<file path="src/rtl/dlle_pkg.sv">
package dlle_pkg;

  localparam int MAX_NODES  = 63;
  localparam int HANDLE_W   = 6;
  localparam int POOL_DEPTH = 1 << HANDLE_W;
  localparam int CNT_W      = 7;
  localparam int VALUE_W    = 32;
  localparam int MODE_W     = 3;
  localparam int QDEPTH     = 2;
  localparam int QPTR_W     = 1;

  localparam logic [MODE_W-1:0] MODE_INS_AFTER  = 3'd0;
  localparam logic [MODE_W-1:0] MODE_INS_BEFORE = 3'd1;
  localparam logic [MODE_W-1:0] MODE_ERASE      = 3'd2;
  localparam logic [MODE_W-1:0] MODE_DUMP       = 3'd3;
  localparam logic [MODE_W-1:0] MODE_CLEAR      = 3'd4;

  typedef enum logic [2:0] {
    OP_INS_AFTER,
    OP_INS_BEFORE,
    OP_ERASE,
    OP_DUMP,
    OP_CLEAR,
    OP_REJECT
  } op_t;

  typedef enum logic [2:0] {
    BS_IDLE,
    BS_INS_WR1,
    BS_INS_WR2,
    BS_ERASE,
    BS_DUMP
  } bstate_t;

  typedef struct packed {
    op_t                        op;
    logic [HANDLE_W-1:0]        handle;
    logic signed [VALUE_W-1:0]  value;
    logic [HANDLE_W-1:0]        new_handle;
  } cmd_t;

  typedef struct packed {
    logic push;
    cmd_t cmd;
  } qwr_t;

  typedef struct packed {
    logic avail;
    cmd_t cmd;
  } qrd_t;

  typedef struct packed {
    logic signed [VALUE_W-1:0] result_value;
    logic [HANDLE_W-1:0]       new_handle;
    logic                      has_value;
    logic                      error;
    logic                      last;
  } res_t;

endpackage

</file>
<file path="src/rtl/dlle_if.sv">
interface dlle_in_if;
  logic                                 valid;
  logic                                 ready;
  logic [dlle_pkg::MODE_W-1:0]          mode;
  logic [dlle_pkg::HANDLE_W-1:0]        handle;
  logic signed [dlle_pkg::VALUE_W-1:0]  value;

  modport source (output valid, output mode, output handle, output value, input ready);
  modport sink   (input valid, input mode, input handle, input value, output ready);
endinterface

interface dlle_out_if;
  logic                                 valid;
  logic                                 ready;
  logic signed [dlle_pkg::VALUE_W-1:0]  result_value;
  logic [dlle_pkg::HANDLE_W-1:0]        new_handle;
  logic                                 has_value;
  logic                                 error;
  logic                                 last;

  modport source (output valid, output result_value, output new_handle, output has_value,
                  output error, output last, input ready);
  modport sink   (input valid, input result_value, input new_handle, input has_value,
                  input error, input last, output ready);
endinterface

</file>
<file path="src/rtl/dlle_front.sv">
module dlle_front (
  input  logic          clk,
  input  logic          rst_n,
  dlle_in_if.sink       in_ch,
  input  logic          q_full,
  output dlle_pkg::qwr_t q_wr
);
  import dlle_pkg::*;

  logic [CNT_W-1:0] alloc_cnt_r;
  logic [CNT_W-1:0] alloc_cnt_nxt;
  logic             ins_ok;
  logic             erase_ok;
  logic             accept;
  cmd_t             cmd;

  assign in_ch.ready = !q_full;
  assign accept      = in_ch.valid && !q_full;

  // allocation is a pure function of the command stream, so track it here
  always_comb begin
    ins_ok   = (alloc_cnt_r <= CNT_W'(MAX_NODES)) && ({1'b0, in_ch.handle} < alloc_cnt_r);
    erase_ok = (in_ch.handle != '0) && ({1'b0, in_ch.handle} < alloc_cnt_r);
    cmd.handle     = in_ch.handle;
    cmd.value      = in_ch.value;
    cmd.new_handle = alloc_cnt_r[HANDLE_W-1:0];
    cmd.op         = OP_REJECT;
    alloc_cnt_nxt  = alloc_cnt_r;
    unique case (in_ch.mode)
      MODE_INS_AFTER: begin
        if (ins_ok) begin
          cmd.op        = OP_INS_AFTER;
          alloc_cnt_nxt = alloc_cnt_r + CNT_W'(1);
        end
      end
      MODE_INS_BEFORE: begin
        if (ins_ok) begin
          cmd.op        = OP_INS_BEFORE;
          alloc_cnt_nxt = alloc_cnt_r + CNT_W'(1);
        end
      end
      MODE_ERASE: begin
        if (erase_ok) cmd.op = OP_ERASE;
      end
      MODE_DUMP: begin
        cmd.op = OP_DUMP;
      end
      MODE_CLEAR: begin
        cmd.op        = OP_CLEAR;
        alloc_cnt_nxt = CNT_W'(1);
      end
      default: begin
        cmd.op = OP_REJECT;
      end
    endcase
  end

  assign q_wr.push = accept;
  assign q_wr.cmd  = cmd;

  always_ff @(posedge clk) begin
    if (!rst_n) begin
      alloc_cnt_r <= CNT_W'(1);
    end else if (accept) begin
      alloc_cnt_r <= alloc_cnt_nxt;
    end
  end

endmodule

</file>
<file path="src/rtl/dlle_queue.sv">
module dlle_queue (
  input  logic           clk,
  input  logic           rst_n,
  input  dlle_pkg::qwr_t q_wr,
  output logic           q_full,
  output dlle_pkg::qrd_t q_rd,
  input  logic           q_pop
);
  import dlle_pkg::*;

  cmd_t              slot_r [QDEPTH];
  logic [QPTR_W-1:0] wr_ptr_r;
  logic [QPTR_W-1:0] rd_ptr_r;
  logic [QPTR_W:0]   count_r;
  logic              do_push;
  logic              do_pop;

  assign q_full     = (count_r == (QPTR_W+1)'(QDEPTH));
  assign q_rd.avail = (count_r != '0);
  assign q_rd.cmd   = slot_r[rd_ptr_r];
  assign do_push    = q_wr.push && !q_full;
  assign do_pop     = q_pop && q_rd.avail;

  always_ff @(posedge clk) begin
    if (do_push) slot_r[wr_ptr_r] <= q_wr.cmd;
  end

  always_ff @(posedge clk) begin
    if (!rst_n) begin
      wr_ptr_r <= '0;
      rd_ptr_r <= '0;
      count_r  <= '0;
    end else begin
      if (do_push) wr_ptr_r <= wr_ptr_r + QPTR_W'(1);
      if (do_pop)  rd_ptr_r <= rd_ptr_r + QPTR_W'(1);
      count_r <= count_r + (QPTR_W+1)'(do_push) - (QPTR_W+1)'(do_pop);
    end
  end

endmodule

</file>
<file path="src/rtl/dlle_back.sv">
module dlle_back (
  input  logic           clk,
  input  logic           rst_n,
  input  dlle_pkg::qrd_t q_rd,
  output logic           q_pop,
  dlle_out_if.source     out_ch
);
  import dlle_pkg::*;

  localparam logic [HANDLE_W-1:0] DUMP_LAST = HANDLE_W'(MAX_NODES - 1);

  // link and value pools; entry 0 of the link pools lives in head_*_r
  logic [HANDLE_W-1:0] next_mem [POOL_DEPTH];
  logic [HANDLE_W-1:0] prev_mem [POOL_DEPTH];
  logic [VALUE_W-1:0]  val_mem  [POOL_DEPTH];

  logic [HANDLE_W-1:0] head_next_r;
  logic [HANDLE_W-1:0] head_prev_r;
  logic [HANDLE_W-1:0] rd_next_r;
  logic [HANDLE_W-1:0] rd_prev_r;
  logic [VALUE_W-1:0]  rd_val_r;
  logic                rd_zero_r;

  bstate_t             state_r, state_nxt;
  cmd_t                cmd_r, cmd_nxt;
  logic [HANDLE_W-1:0] cnt_r, cnt_nxt;
  logic                out_valid_r;
  res_t                out_res_r;

  logic                rd_en;
  logic [HANDLE_W-1:0] rd_addr;
  logic                wn_en, wp_en, wv_en;
  logic [HANDLE_W-1:0] wn_addr, wn_data, wp_addr, wp_data, wv_addr;
  logic                head_clr;
  logic                load_out;
  res_t                res;
  logic                out_free;
  logic [HANDLE_W-1:0] link_next, link_prev, link, node_a, node_b;
  logic                dump_last;

  assign out_free  = !out_valid_r || out_ch.ready;
  assign link_next = rd_zero_r ? head_next_r : rd_next_r;
  assign link_prev = rd_zero_r ? head_prev_r : rd_prev_r;

  always_comb begin
    link   = (cmd_r.op == OP_INS_AFTER) ? link_next : link_prev;
    node_a = (cmd_r.op == OP_INS_AFTER) ? cmd_r.handle : link;
    node_b = (cmd_r.op == OP_INS_AFTER) ? link : cmd_r.handle;
    dump_last = (link_next == '0) || (cnt_r == DUMP_LAST);
  end

  always_comb begin
    state_nxt = state_r;
    cmd_nxt   = cmd_r;
    cnt_nxt   = cnt_r;
    q_pop     = 1'b0;
    rd_en     = 1'b0;
    rd_addr   = q_rd.cmd.handle;
    wn_en     = 1'b0;
    wn_addr   = '0;
    wn_data   = '0;
    wp_en     = 1'b0;
    wp_addr   = '0;
    wp_data   = '0;
    wv_en     = 1'b0;
    wv_addr   = cmd_r.new_handle;
    head_clr  = 1'b0;
    load_out  = 1'b0;
    res       = '0;
    res.last  = 1'b1;
    unique case (state_r)
      BS_IDLE: begin
        if (q_rd.avail) begin
          unique case (q_rd.cmd.op) inside
            OP_INS_AFTER, OP_INS_BEFORE: begin
              q_pop     = 1'b1;
              rd_en     = 1'b1;
              cmd_nxt   = q_rd.cmd;
              state_nxt = BS_INS_WR1;
            end
            OP_ERASE: begin
              q_pop     = 1'b1;
              rd_en     = 1'b1;
              cmd_nxt   = q_rd.cmd;
              state_nxt = BS_ERASE;
            end
            OP_DUMP: begin
              if (head_next_r != '0) begin
                q_pop     = 1'b1;
                rd_en     = 1'b1;
                rd_addr   = head_next_r;
                cnt_nxt   = '0;
                state_nxt = BS_DUMP;
              end else if (out_free) begin
                // empty list: one beat with no value
                q_pop    = 1'b1;
                load_out = 1'b1;
              end
            end
            OP_CLEAR: begin
              if (out_free) begin
                q_pop    = 1'b1;
                head_clr = 1'b1;
                load_out = 1'b1;
              end
            end
            default: begin
              if (out_free) begin
                q_pop     = 1'b1;
                load_out  = 1'b1;
                res.error = 1'b1;
              end
            end
          endcase
        end
      end
      BS_INS_WR1: begin
        wn_en     = 1'b1;
        wn_addr   = cmd_r.new_handle;
        wn_data   = node_b;
        wp_en     = 1'b1;
        wp_addr   = cmd_r.new_handle;
        wp_data   = node_a;
        wv_en     = 1'b1;
        state_nxt = BS_INS_WR2;
      end
      BS_INS_WR2: begin
        // hold the splice until the result beat can go, so it fires once
        if (out_free) begin
          wp_en          = 1'b1;
          wp_addr        = node_b;
          wp_data        = cmd_r.new_handle;
          wn_en          = 1'b1;
          wn_addr        = node_a;
          wn_data        = cmd_r.new_handle;
          load_out       = 1'b1;
          res.new_handle = cmd_r.new_handle;
          state_nxt      = BS_IDLE;
        end
      end
      BS_ERASE: begin
        if (out_free) begin
          wn_en            = 1'b1;
          wn_addr          = link_prev;
          wn_data          = link_next;
          wp_en            = 1'b1;
          wp_addr          = link_next;
          wp_data          = link_prev;
          load_out         = 1'b1;
          res.result_value = rd_val_r;
          res.has_value    = 1'b1;
          state_nxt        = BS_IDLE;
        end
      end
      BS_DUMP: begin
        if (out_free) begin
          load_out         = 1'b1;
          res.result_value = rd_val_r;
          res.has_value    = 1'b1;
          res.last         = dump_last;
          if (dump_last) begin
            state_nxt = BS_IDLE;
          end else begin
            rd_en   = 1'b1;
            rd_addr = link_next;
            cnt_nxt = cnt_r + HANDLE_W'(1);
          end
        end
      end
      default: begin
        state_nxt = BS_IDLE;
      end
    endcase
  end

  always_ff @(posedge clk) begin
    if (wn_en && wn_addr != '0) next_mem[wn_addr] <= wn_data;
    if (wp_en && wp_addr != '0) prev_mem[wp_addr] <= wp_data;
    if (wv_en) val_mem[wv_addr] <= cmd_r.value;
    if (rd_en) begin
      rd_next_r <= next_mem[rd_addr];
      rd_prev_r <= prev_mem[rd_addr];
      rd_val_r  <= val_mem[rd_addr];
      rd_zero_r <= (rd_addr == '0);
    end
  end

  always_ff @(posedge clk) begin
    if (!rst_n) begin
      head_next_r <= '0;
      head_prev_r <= '0;
    end else if (head_clr) begin
      head_next_r <= '0;
      head_prev_r <= '0;
    end else begin
      if (wn_en && wn_addr == '0) head_next_r <= wn_data;
      if (wp_en && wp_addr == '0) head_prev_r <= wp_data;
    end
  end

  always_ff @(posedge clk) begin
    if (!rst_n) begin
      state_r     <= BS_IDLE;
      out_valid_r <= 1'b0;
    end else begin
      state_r <= state_nxt;
      if (load_out) begin
        out_valid_r <= 1'b1;
      end else if (out_ch.ready) begin
        out_valid_r <= 1'b0;
      end
    end
  end

  always_ff @(posedge clk) begin
    cmd_r <= cmd_nxt;
    cnt_r <= cnt_nxt;
    if (load_out) out_res_r <= res;
  end

  assign out_ch.valid        = out_valid_r;
  assign out_ch.result_value = out_res_r.result_value;
  assign out_ch.new_handle   = out_res_r.new_handle;
  assign out_ch.has_value    = out_res_r.has_value;
  assign out_ch.error        = out_res_r.error;
  assign out_ch.last         = out_res_r.last;

endmodule

</file>
<file path="src/rtl/doubly_linked_list_engine_unit.sv">
// Channel  Dir  Handshake     Payload
// in_ch    in   valid/ready   mode[2:0], handle[5:0], value[31:0] signed
// out_ch   out  valid/ready   result_value[31:0] signed, new_handle[5:0],
//                             has_value, error, last
//
// Each link pool has a single write port, so an insert writes the new node's links in
// BS_INS_WR1 and splices its neighbours in BS_INS_WR2; a dump gives one beat per element.
// A two-entry queue lets the front take beats while the back works.
// Reset (synchronous, rst_n low) empties the list; no clearing pass is needed.
// out_ch stalls hold the result register and halt the back end where it
// emits a beat; in_ch stalls only once the queue is full.
module doubly_linked_list_engine_unit (
  input  logic       clk,
  input  logic       rst_n,
  dlle_in_if.sink    in_ch,
  dlle_out_if.source out_ch
);
  import dlle_pkg::*;

  qwr_t q_wr;
  qrd_t q_rd;
  logic q_full;
  logic q_pop;

  dlle_front u_front (
    .clk    (clk),
    .rst_n  (rst_n),
    .in_ch  (in_ch),
    .q_full (q_full),
    .q_wr   (q_wr)
  );

  dlle_queue u_queue (
    .clk    (clk),
    .rst_n  (rst_n),
    .q_wr   (q_wr),
    .q_full (q_full),
    .q_rd   (q_rd),
    .q_pop  (q_pop)
  );

  dlle_back u_back (
    .clk    (clk),
    .rst_n  (rst_n),
    .q_rd   (q_rd),
    .q_pop  (q_pop),
    .out_ch (out_ch)
  );

endmodule

</file>
<file path="src/flat_wrapper.sv">
// flat-port wrapper written by rule: the top's interface ports become plain ports
module doubly_linked_list_engine_unit_flat import dlle_pkg::*;
  (clk, rst_n, in_ch_valid, in_ch_mode, in_ch_handle, in_ch_value, in_ch_ready, out_ch_valid, out_ch_result_value, out_ch_new_handle, out_ch_has_value, out_ch_error, out_ch_last, out_ch_ready);
  dlle_in_if in_ch_i ();
  dlle_out_if out_ch_i ();
  input  logic clk;
  input  logic rst_n;
  input wire logic [$bits(in_ch_i.valid)-1:0] in_ch_valid;
  input wire logic [$bits(in_ch_i.mode)-1:0] in_ch_mode;
  input wire logic [$bits(in_ch_i.handle)-1:0] in_ch_handle;
  input wire logic [$bits(in_ch_i.value)-1:0] in_ch_value;
  output wire logic [$bits(in_ch_i.ready)-1:0] in_ch_ready;
  output wire logic [$bits(out_ch_i.valid)-1:0] out_ch_valid;
  output wire logic [$bits(out_ch_i.result_value)-1:0] out_ch_result_value;
  output wire logic [$bits(out_ch_i.new_handle)-1:0] out_ch_new_handle;
  output wire logic [$bits(out_ch_i.has_value)-1:0] out_ch_has_value;
  output wire logic [$bits(out_ch_i.error)-1:0] out_ch_error;
  output wire logic [$bits(out_ch_i.last)-1:0] out_ch_last;
  input wire logic [$bits(out_ch_i.ready)-1:0] out_ch_ready;
  assign in_ch_i.valid = in_ch_valid;
  assign in_ch_i.mode = in_ch_mode;
  assign in_ch_i.handle = in_ch_handle;
  assign in_ch_i.value = in_ch_value;
  assign in_ch_ready = in_ch_i.ready;
  assign out_ch_valid = out_ch_i.valid;
  assign out_ch_result_value = out_ch_i.result_value;
  assign out_ch_new_handle = out_ch_i.new_handle;
  assign out_ch_has_value = out_ch_i.has_value;
  assign out_ch_error = out_ch_i.error;
  assign out_ch_last = out_ch_i.last;
  assign out_ch_i.ready = out_ch_ready;
  doubly_linked_list_engine_unit u_core (.clk(clk), .rst_n(rst_n), .in_ch(in_ch_i), .out_ch(out_ch_i));
endmodule
</file>
<file path="config.mk">
export PLATFORM = sky130hd
export DESIGN_NAME = doubly_linked_list_engine_unit_flat
export DESIGN_NICKNAME = d
export VERILOG_FILES = /design/src/rtl/dlle_pkg.sv /design/src/rtl/dlle_if.sv /design/src/rtl/dlle_front.sv /design/src/rtl/dlle_queue.sv /design/src/rtl/dlle_back.sv /design/src/rtl/doubly_linked_list_engine_unit.sv /design/src/flat_wrapper.sv
export SDC_FILE = /design/constraint.sdc
export NUM_CORES = 2
export LEC_CHECK = 0
export BUFFER_PORTS_ARGS = -buffer_cell sky130_fd_sc_hd__buf_2
export CORE_ASPECT_RATIO = 0.9
export CORE_UTILIZATION = 25
export CTS_CLUSTER_DIAMETER = 100
export CTS_CLUSTER_SIZE = 10
export DETAILED_ROUTE_END_ITERATION = 6
export PLACE_DENSITY = 0.49
export SLEW_MARGIN = 20
export SYNTH_ARGS = -nofsm -noshare
export SYNTH_HDL_FRONTEND = slang
export SYNTH_SLANG_ARGS = --single-unit
</file>
<file path="constraint.sdc">
create_clock -name clk -period 7.1 [get_ports clk]
set_input_delay 0.71 -clock clk [delete_from_list [all_inputs] [get_ports clk]]
set_output_delay 0.71 -clock clk [all_outputs]
set_load 0.005 [all_outputs]
</file>
# After elaboration in Yosys (flattened, before gate mapping)
# Memory sizes are Yosys's and may differ from the RTL's. A register that Yosys moved wholly into a read port is not among the register bits.
# Cells that the tools add are included.
# W data, S select, Z words.
classes:
  n_reduce_logical: 43
  n_div: 0
  bitwise: 3
  eq_ne: 24
  add_sub_neg: 6
  shifts: 0
  order_cmp: 2
  mul: 0
  mux: 71
ops:
  columns: ["cell", "count"]
  rows:
  - ["$mux W6", 20]
  - ["$pmux W6 S3", 4]
  - ["$mux W1", 26]
  - ["$logic_not A6 Y1", 4]
  - ["$mux W3", 8]
  - ["$pmux W6 S2", 2]
  - ["$reduce_bool A6 Y1", 4]
  - ["$eq A3 B2 Y1 const B", 6]
  - ["$pmux W3 S5", 1]
  - ["$pmux W7 S2", 1]
  - ["$logic_not A3 Y1", 4]
  - ["$pmux W1 S2", 6]
  - ["$pmux W3 S4", 1]
  - ["$reduce_and A6 Y1", 2]
  - ["$ne A2 B2 Y1 const B", 5]
  - ["$reduce_or A2 Y1", 5]
  - ["$eq A3 B1 Y1 const B", 3]
  - ["$eq A3 B3 Y1 const B", 3]
  - ["$logic_and A1 B1 Y1", 9]
  - ["$pmux W3 S3", 1]
  - ["$reduce_bool A2 Y1", 4]
  - ["$add A7 B1 Y7 const B", 1]
  - ["$le A7 B6 Y1 const B", 1]
  - ["$lt A6 B7 Y1", 1]
  - ["other kinds (17)", 27]
totals:
  ramBits: 2910
  mem_count: 4
  romBits: 0
  register_bits: 122
  word_cells: 172
  latchBits: 0
  output_inout_bits: 43
  inputBits: 45
memory_table:
  columns: ["memory", "depth", "width", "rd", "rd_ports_with_merged_regs", "write_ports", "line", "rtl"]
  rows:
  - ["u_core.u_back.val_mem", 64, 32, 1, 1, 1, "dlle_back.sv:15", "logic [VALUE_W-1:0] val_mem [POOL_DEPTH];"]
  - ["u_core.u_back.next_mem", 64, 6, 1, 1, 1, "dlle_back.sv:13", "logic [HANDLE_W-1:0] next_mem [POOL_DEPTH];"]
  - ["u_core.u_back.prev_mem", 64, 6, 1, 1, 1, "dlle_back.sv:14", "logic [HANDLE_W-1:0] prev_mem [POOL_DEPTH];"]
  - ["u_core.u_queue.slot_r", 2, 47, 1, 1, 1, "dlle_queue.sv:11", "cmd_t slot_r [QDEPTH];"]

# Logic depth before layout (Yosys ltp)
depth:
  depth_word: 10
  depth_mapped: 17
  ltp_nobuf: 11

# Hierarchy
# From an unflattened synthesis, not the netlist that was laid out.
hier_totals:
  hier_cells: 8671
  hier_area_um2: 121451.5
by_module_without_submodules:
  columns: ["module", "n_inst", "seq_area_each_um2", "cells_per_inst", "area_per_inst_um2"]
  rows:
  - ["dlle_back", 1, 89055.4, 8378, 116723.2]
  - ["dlle_queue", 1, 2922.8, 173, 3751.1]
  - ["dlle_front", 1, 140.1, 120, 977.2]

# Worst setup path after synthesis
# OpenSTA, ideal clock, no wires.
synth_path:
  path_kind: "register to register"
  startpoint: "register (tool-made name)"
  endpoint: "register u_core.u_back.rd_next_r[0] (read register of u_core.u_back.next_mem), enable pin"
  setup_slack_ns: 2.203
  path_stages_with_launch: 6
  t_arrival_ns: 4.387
  synth_period_minus_slack_ns: 4.897
  n_path_buf: 2
  setup_time_ns: 0.510
  required_time_ns: 6.590
  path_cell_list: "dfxtp_1 -> buf_6 -> buf_2 -> mux2_2 -> a21o_1 -> o21ai_0"
synth_lines:
  columns: ["element", "line", "rtl"]
  rows:
  - ["end: declaration", "dlle_back.sv:19", "logic [HANDLE_W-1:0] rd_next_r;"]

# Worst setup path in the final report
layout_path:
  startpoint: "register u_core.u_back.rd_zero_r"
  endpoint: "register u_core.u_back.rd_val_r[1] (read register of u_core.u_back.val_mem), data pin"
layout_via:
  elab_chain_cells: 6
  word_cells_on_any_way: 9
  classes_between: "7 x mux; 2 x reduce/logical"
layout_rtl:
  columns: ["element", "line", "rtl"]
  rows:
  - ["start: declaration", "dlle_back.sv:22", "logic rd_zero_r;"]
  - ["start signal: assignment", "dlle_back.sv:184", "rd_zero_r <= (rd_addr == '0);"]
  - ["$mux W6 *", "dlle_back.sv:42", "assign link_next = rd_zero_r ? head_next_r : rd_next_r;"]
  - ["$logic_not A6 Y1", "dlle_back.sv:49", "dump_last = (link_next == '0) || (cnt_r == DUMP_LAST);"]
  - ["$logic_or A1 B1 Y1", "dlle_back.sv:49", null]
  - ["$mux W6 / $mux W1 (equally long branches)", "dlle_back.sv:161", "if (dump_last) begin"]
  - ["$mux W6 / $mux W1 (equally long branches)", "dlle_back.sv:156", "if (out_free) begin"]
  - ["$pmux W6 S2 / $pmux W1 S2 (equally long branches)", "dlle_back.sv:71", "unique case (state_r)"]
  - ["end: declaration", "dlle_back.sv:21", "logic [VALUE_W-1:0] rd_val_r;"]
# Mark *: on every way between the ends. The rest lies on a longest branch, timed or not.
# A chain may end at the register's enable or synchronous reset.

==> reports/summary.log <==
INFO  status         status=finished clean
INFO  clocking       cts_root_buffer=clkbuf_16
INFO  job            number_of_maximum_capacitance_constraint_violations=0
INFO  worst_setup_path cp_data_arrival_time=6.83ns
INFO  floorplanning  core-area=0.487mm^2
INFO  synthesis      ys_ff_latch=3077
INFO  clocking       cts_tree=yes
INFO  clocking       cts-resized-gates=0
INFO  routing        routed-via-count=79000
INFO  routing        first_pass_iters=5
INFO  cells_and_area most_frequent_cells_in_the_layout=edfxtp_1 (3049), nand2_1 (2635), nand3_1 (1376), clkbuf_16 (354), a21oi_1 (280)
INFO  floorplanning  chipWidth=740um
INFO  worst_setup_path cp-start-kind=flop
INFO  floorplanning  start_util=25.1%
INFO  clocking       worstSkewPairLatency=0.99ns
INFO  timing         slew_headroom=16.0%
INFO  timing         worstMarginPinSlew=1.25ns
INFO  synthesis      synth_area_leader_cell=edfxtp_1
INFO  routing        routedWlPerCell=26.5um
INFO  timing         post-route-worst-setup-slack=1.09ns
INFO  worst_setup_path worstPathCellList=nor3_1, a32oi_1, a21oi_1, a211oi_2, nor2_4, buf_4, nand2_2, buf_4, a21oi_1, o31a_1, nor4_2, buf_4, a41o_1
INFO  synthesis      netlist.area_leader.share=74.7%
INFO  timing         period_needed=6.01ns
INFO  worst_hold_path worst_hold_startpoint=in_ch_valid
INFO  global_route   maximum_number_of_pins_on_one_net_before_global_route_repair=120
INFO  routing        drt_first_iter_violations=9919
INFO  floorplanning  die_height=666um
INFO  placement      numPortBuffers=87
INFO  global_route   grt_antenna_before_repair=41
INFO  clocking       cts_max_path_buffers=4
INFO  worst_setup_path timing.reg2reg.worst_path_depth=13
INFO  synthesis      synthDistinctLibCells=79
INFO  synthesis      postSynth.asyncResetShare=0%
INFO  worst_setup_path crit_path_top_delay_cell=edfxtp_1
INFO  cells_and_area layout.cells.most_common=edfxtp_1
INFO  placement      finalWeightedCongestion=0.832
INFO  synthesis      syn-instance-count=9309
INFO  cells_and_area synthToLayoutAreaGrowth=15.9%
INFO  worst_setup_path worst_reg_to_reg_setup_slack=1.09ns
INFO  routing        post_drt_via_cell_ratio=4.91
INFO  worst_setup_path crit_path_frequent_cell=buf_4
INFO  synthesis      netlist_area=0.123mm^2
INFO  pwr            vdd_ir_drop_max=0.520mV
INFO  global_route   wire_length_of_the_first_global_routing_pass=592mm
INFO  pwr            power_per_cell_area=453mW/mm^2
INFO  placement      place_worst_setup_slack=1.10ns
INFO  timing         setup_viol_count_final=0
INFO  floorplanning  floorplan.rows=243
INFO  worst_setup_path worst_r2r_startpoint=u_core.u_back.rd_zero_r
INFO  placement      post_place_cell_area=0.132mm^2
INFO  timing         max_clock_freq=166MHz
INFO  cells_and_area layout.cell_area.non_filler=0.142mm^2
INFO  cells_and_area post_route_cells_drive_above_1_share=10.0%
INFO  routing        ant_nets=0
INFO  timing         skew=0.0718ns
INFO  pwr            total_leakage_power=47.3nW
INFO  timing         grt_setup_unrepaired=no
INFO  worst_setup_path crit-reg2reg-capture=u_core.u_back.rd_val_r[1]
INFO  floorplanning  top_level_ports=88
INFO  worst_setup_path worst-path-max-fanout=18
INFO  synthesis      synth_enable_flop_cells=3049
INFO  floorplanning  die_footprint=0.493mm^2
INFO  timing         fin_hold_viols=0
INFO  routing        detailed_route_wire_length=427mm
INFO  placement      detailed_place_hpwl=251mm
INFO  timing         maxSlewViolCount=0
INFO  synthesis      synth.avg_cell_area=13.2um^2
INFO  clocking       clock_tree.htree_level_count=5
INFO  timing         totalNegativeSetupSlack=0ns
INFO  worst_hold_path hold_wc_path_type=primary input to flop
INFO  worst_setup_path slowest_delay=1.00ns
INFO  global_route   track_usage=16.7%
INFO  clocking       total_cts_buffers=351
INFO  global_route   grt-ovfl-total=0
INFO  synthesis      yosysWarningCount=0
INFO  timing         hold_slack=0.0880ns
INFO  routing        post-route-drc-count=0
INFO  synthesis      synthTopCellsByArea=edfxtp_1 (75%), nand2_1 (8.1%), nand3_1 (5.6%)
INFO  cells_and_area layout.nets=9564
INFO  synthesis      synth.yosys.seq_area_share=75.2%
INFO  clocking       clock-sinks=3077
INFO  worst_hold_path min_delay_worst_endpoint=u_core.u_queue.wr_ptr_r
INFO  worst_setup_path setup.worst_path.class=flop to flop
INFO  global_route   vias_in_the_first_global_route=73700
INFO  clocking       post-cts-setup-buffers=0
INFO  worst_hold_path min_delay_path_depth=3
INFO  worst_setup_path setup.worst_path.end_class=flop
INFO  synthesis      yosys_most_used_dff=edfxtp_1
INFO  worst_setup_path worst_ep_required_time=7.92ns
INFO  timing         final.period_utilization=84.6%
INFO  clocking       worst_setup_hold_path_clk_slew=0.07ns
==> routing by layer <==
metal  wire (um)  up-vias  share of wire [%]  global-route usage [%]
met5          70        -              0.016                       0
met4        9890       10                2.3                    3.89
met3       36600      558                8.6                    3.10
met2      191000     3529                 45                    25.8
met1      189000    40500                 44                    24.1
li1            -    34400                  -                       -
==> area by class of cell <==
cell class | instances | area, um^2
Fill cell | 49100 | 345000
Tap cell | 6492 | 8120
Inverter | 21 | 78.8
Multi-Input combinational cell | 5657 | 28800
Clock buffer | 399 | 9030
Antenna cell | 8 | 20.0
Sequential cell | 3077 | 92100
Clock inverter | 34 | 507
Timing Repair Buffer | 401 | 3430
==> synthesized netlist by cell type (6+ instances only) <==
cell type and number:
a2111oi_0 11, a211o_1 8, a211oi_1 17, a21boi_0 7
a21o_1 20, a21oi_1 282, a221oi_1 16, a22oi_1 19
a311o_1 8, a311oi_1 31, a31oi_1 90, a32o_1 28
a32oi_1 32, a41o_1 6, and2_1 39, and3_1 40
buf_1 77, buf_2 322, buf_4 11, buf_6 11
clkbuf_1 144, dfxtp_1 28, edfxtp_1 3049, ha_1 10
inv_1 20, mux2_2 49, mux2i_1 220, nand2_1 2643
nand2b_1 6, nand3_1 1376, nand4_1 50, nor2_1 311
nor2b_1 8, nor3_1 65, nor4_1 19, o2111ai_1 8
o21a_1 15, o21ai_0 58, o221ai_1 13, o22ai_1 29
or3_1 11, xnor2_1 8
==> worst max-delay path by stage <==
| stage | end | from | cells after the start | slack [ns] |
|---|---|---|---|---|
| 4_1_cts | u_core.u_back.rd_val_r[1] | u_core.u_back.rd_zero_r | 13 | 1.02 |
| 5_1_grt | u_core.u_back.rd_val_r[14] | u_core.u_back.rd_zero_r | 10 | 1.03 |
| 3_5_place_dp | u_core.u_back.rd_val_r[1] | u_core.u_back.rd_zero_r | 13 | 1.10 |
| 3_3_place_gp | u_core.u_back.rd_val_r[1] | u_core.u_back.rd_zero_r | 13 | 1.19 |
| 2_1_floorplan | u_core.u_back.rd_next_r[0] | flop | 5 | 2.20 |
| 6_report | u_core.u_back.rd_val_r[1] | u_core.u_back.rd_zero_r | 13 | 1.09 |
==> power breakdown <==
part	internal, mW	total [mW]	switching (mW)
logic	6.65	26.4	19.7
registers	21.5	21.8	0.324
clock network	8.97	16.2	7.24
total	37.1	64.4	27.3
==> critical path: cells and delay by family (launching register included) <==
family / cells / cell delay (ns)
simple gates: 4 / 1.96
compound gates: 6 / 1.87
flops: 1 / 1.00
buf+inv: 3 / 0.96
==> cell families after synthesis <==
family	share of synthesized area, %
AO/OA/AOI/OAI	4.09
XOR/XNOR	0.0786
adder cells (fa/ha/maj)	0.102
buffers and inverters	2.22
flip-flops	75.2
multiplexers	2.25
other	0.00306
AND/OR/NAND/NOR	16.1
==> stage by stage <==
step	utilization [%]	power, mW	std cells
after detailed placement	27.1	48.4	15600
after CTS	29.1	64.5	16100
after global routing	29.1	66.9	16100
after global placement	27.1	48.4	15600
final	29.1	64.4	16100
after floorplan	-	36.9	9320
==> timing repair <==
action / 4_1_cts / 5_1_grt
hold buffers: 39 / 0
endpoints found under the hold margin: 78 / 0
endpoints found under the setup margin: 0 / 0
==> registers in the layout, summed over array words and instances (netlist names), 7 cells and up, named ones only <==
name and count:
u_core.u_queue.slot_r 94, u_core.u_back.next_mem 384, u_core.u_back.val_mem 2048, u_core.u_back.cmd_r 41
u_core.u_back.rd_val_r 32, u_core.u_front.alloc_cnt_r 7, u_core.u_back.prev_mem 384, u_core.u_back.out_ch.result_value 32
No activity file was read; power rests on OpenSTA's default activity.
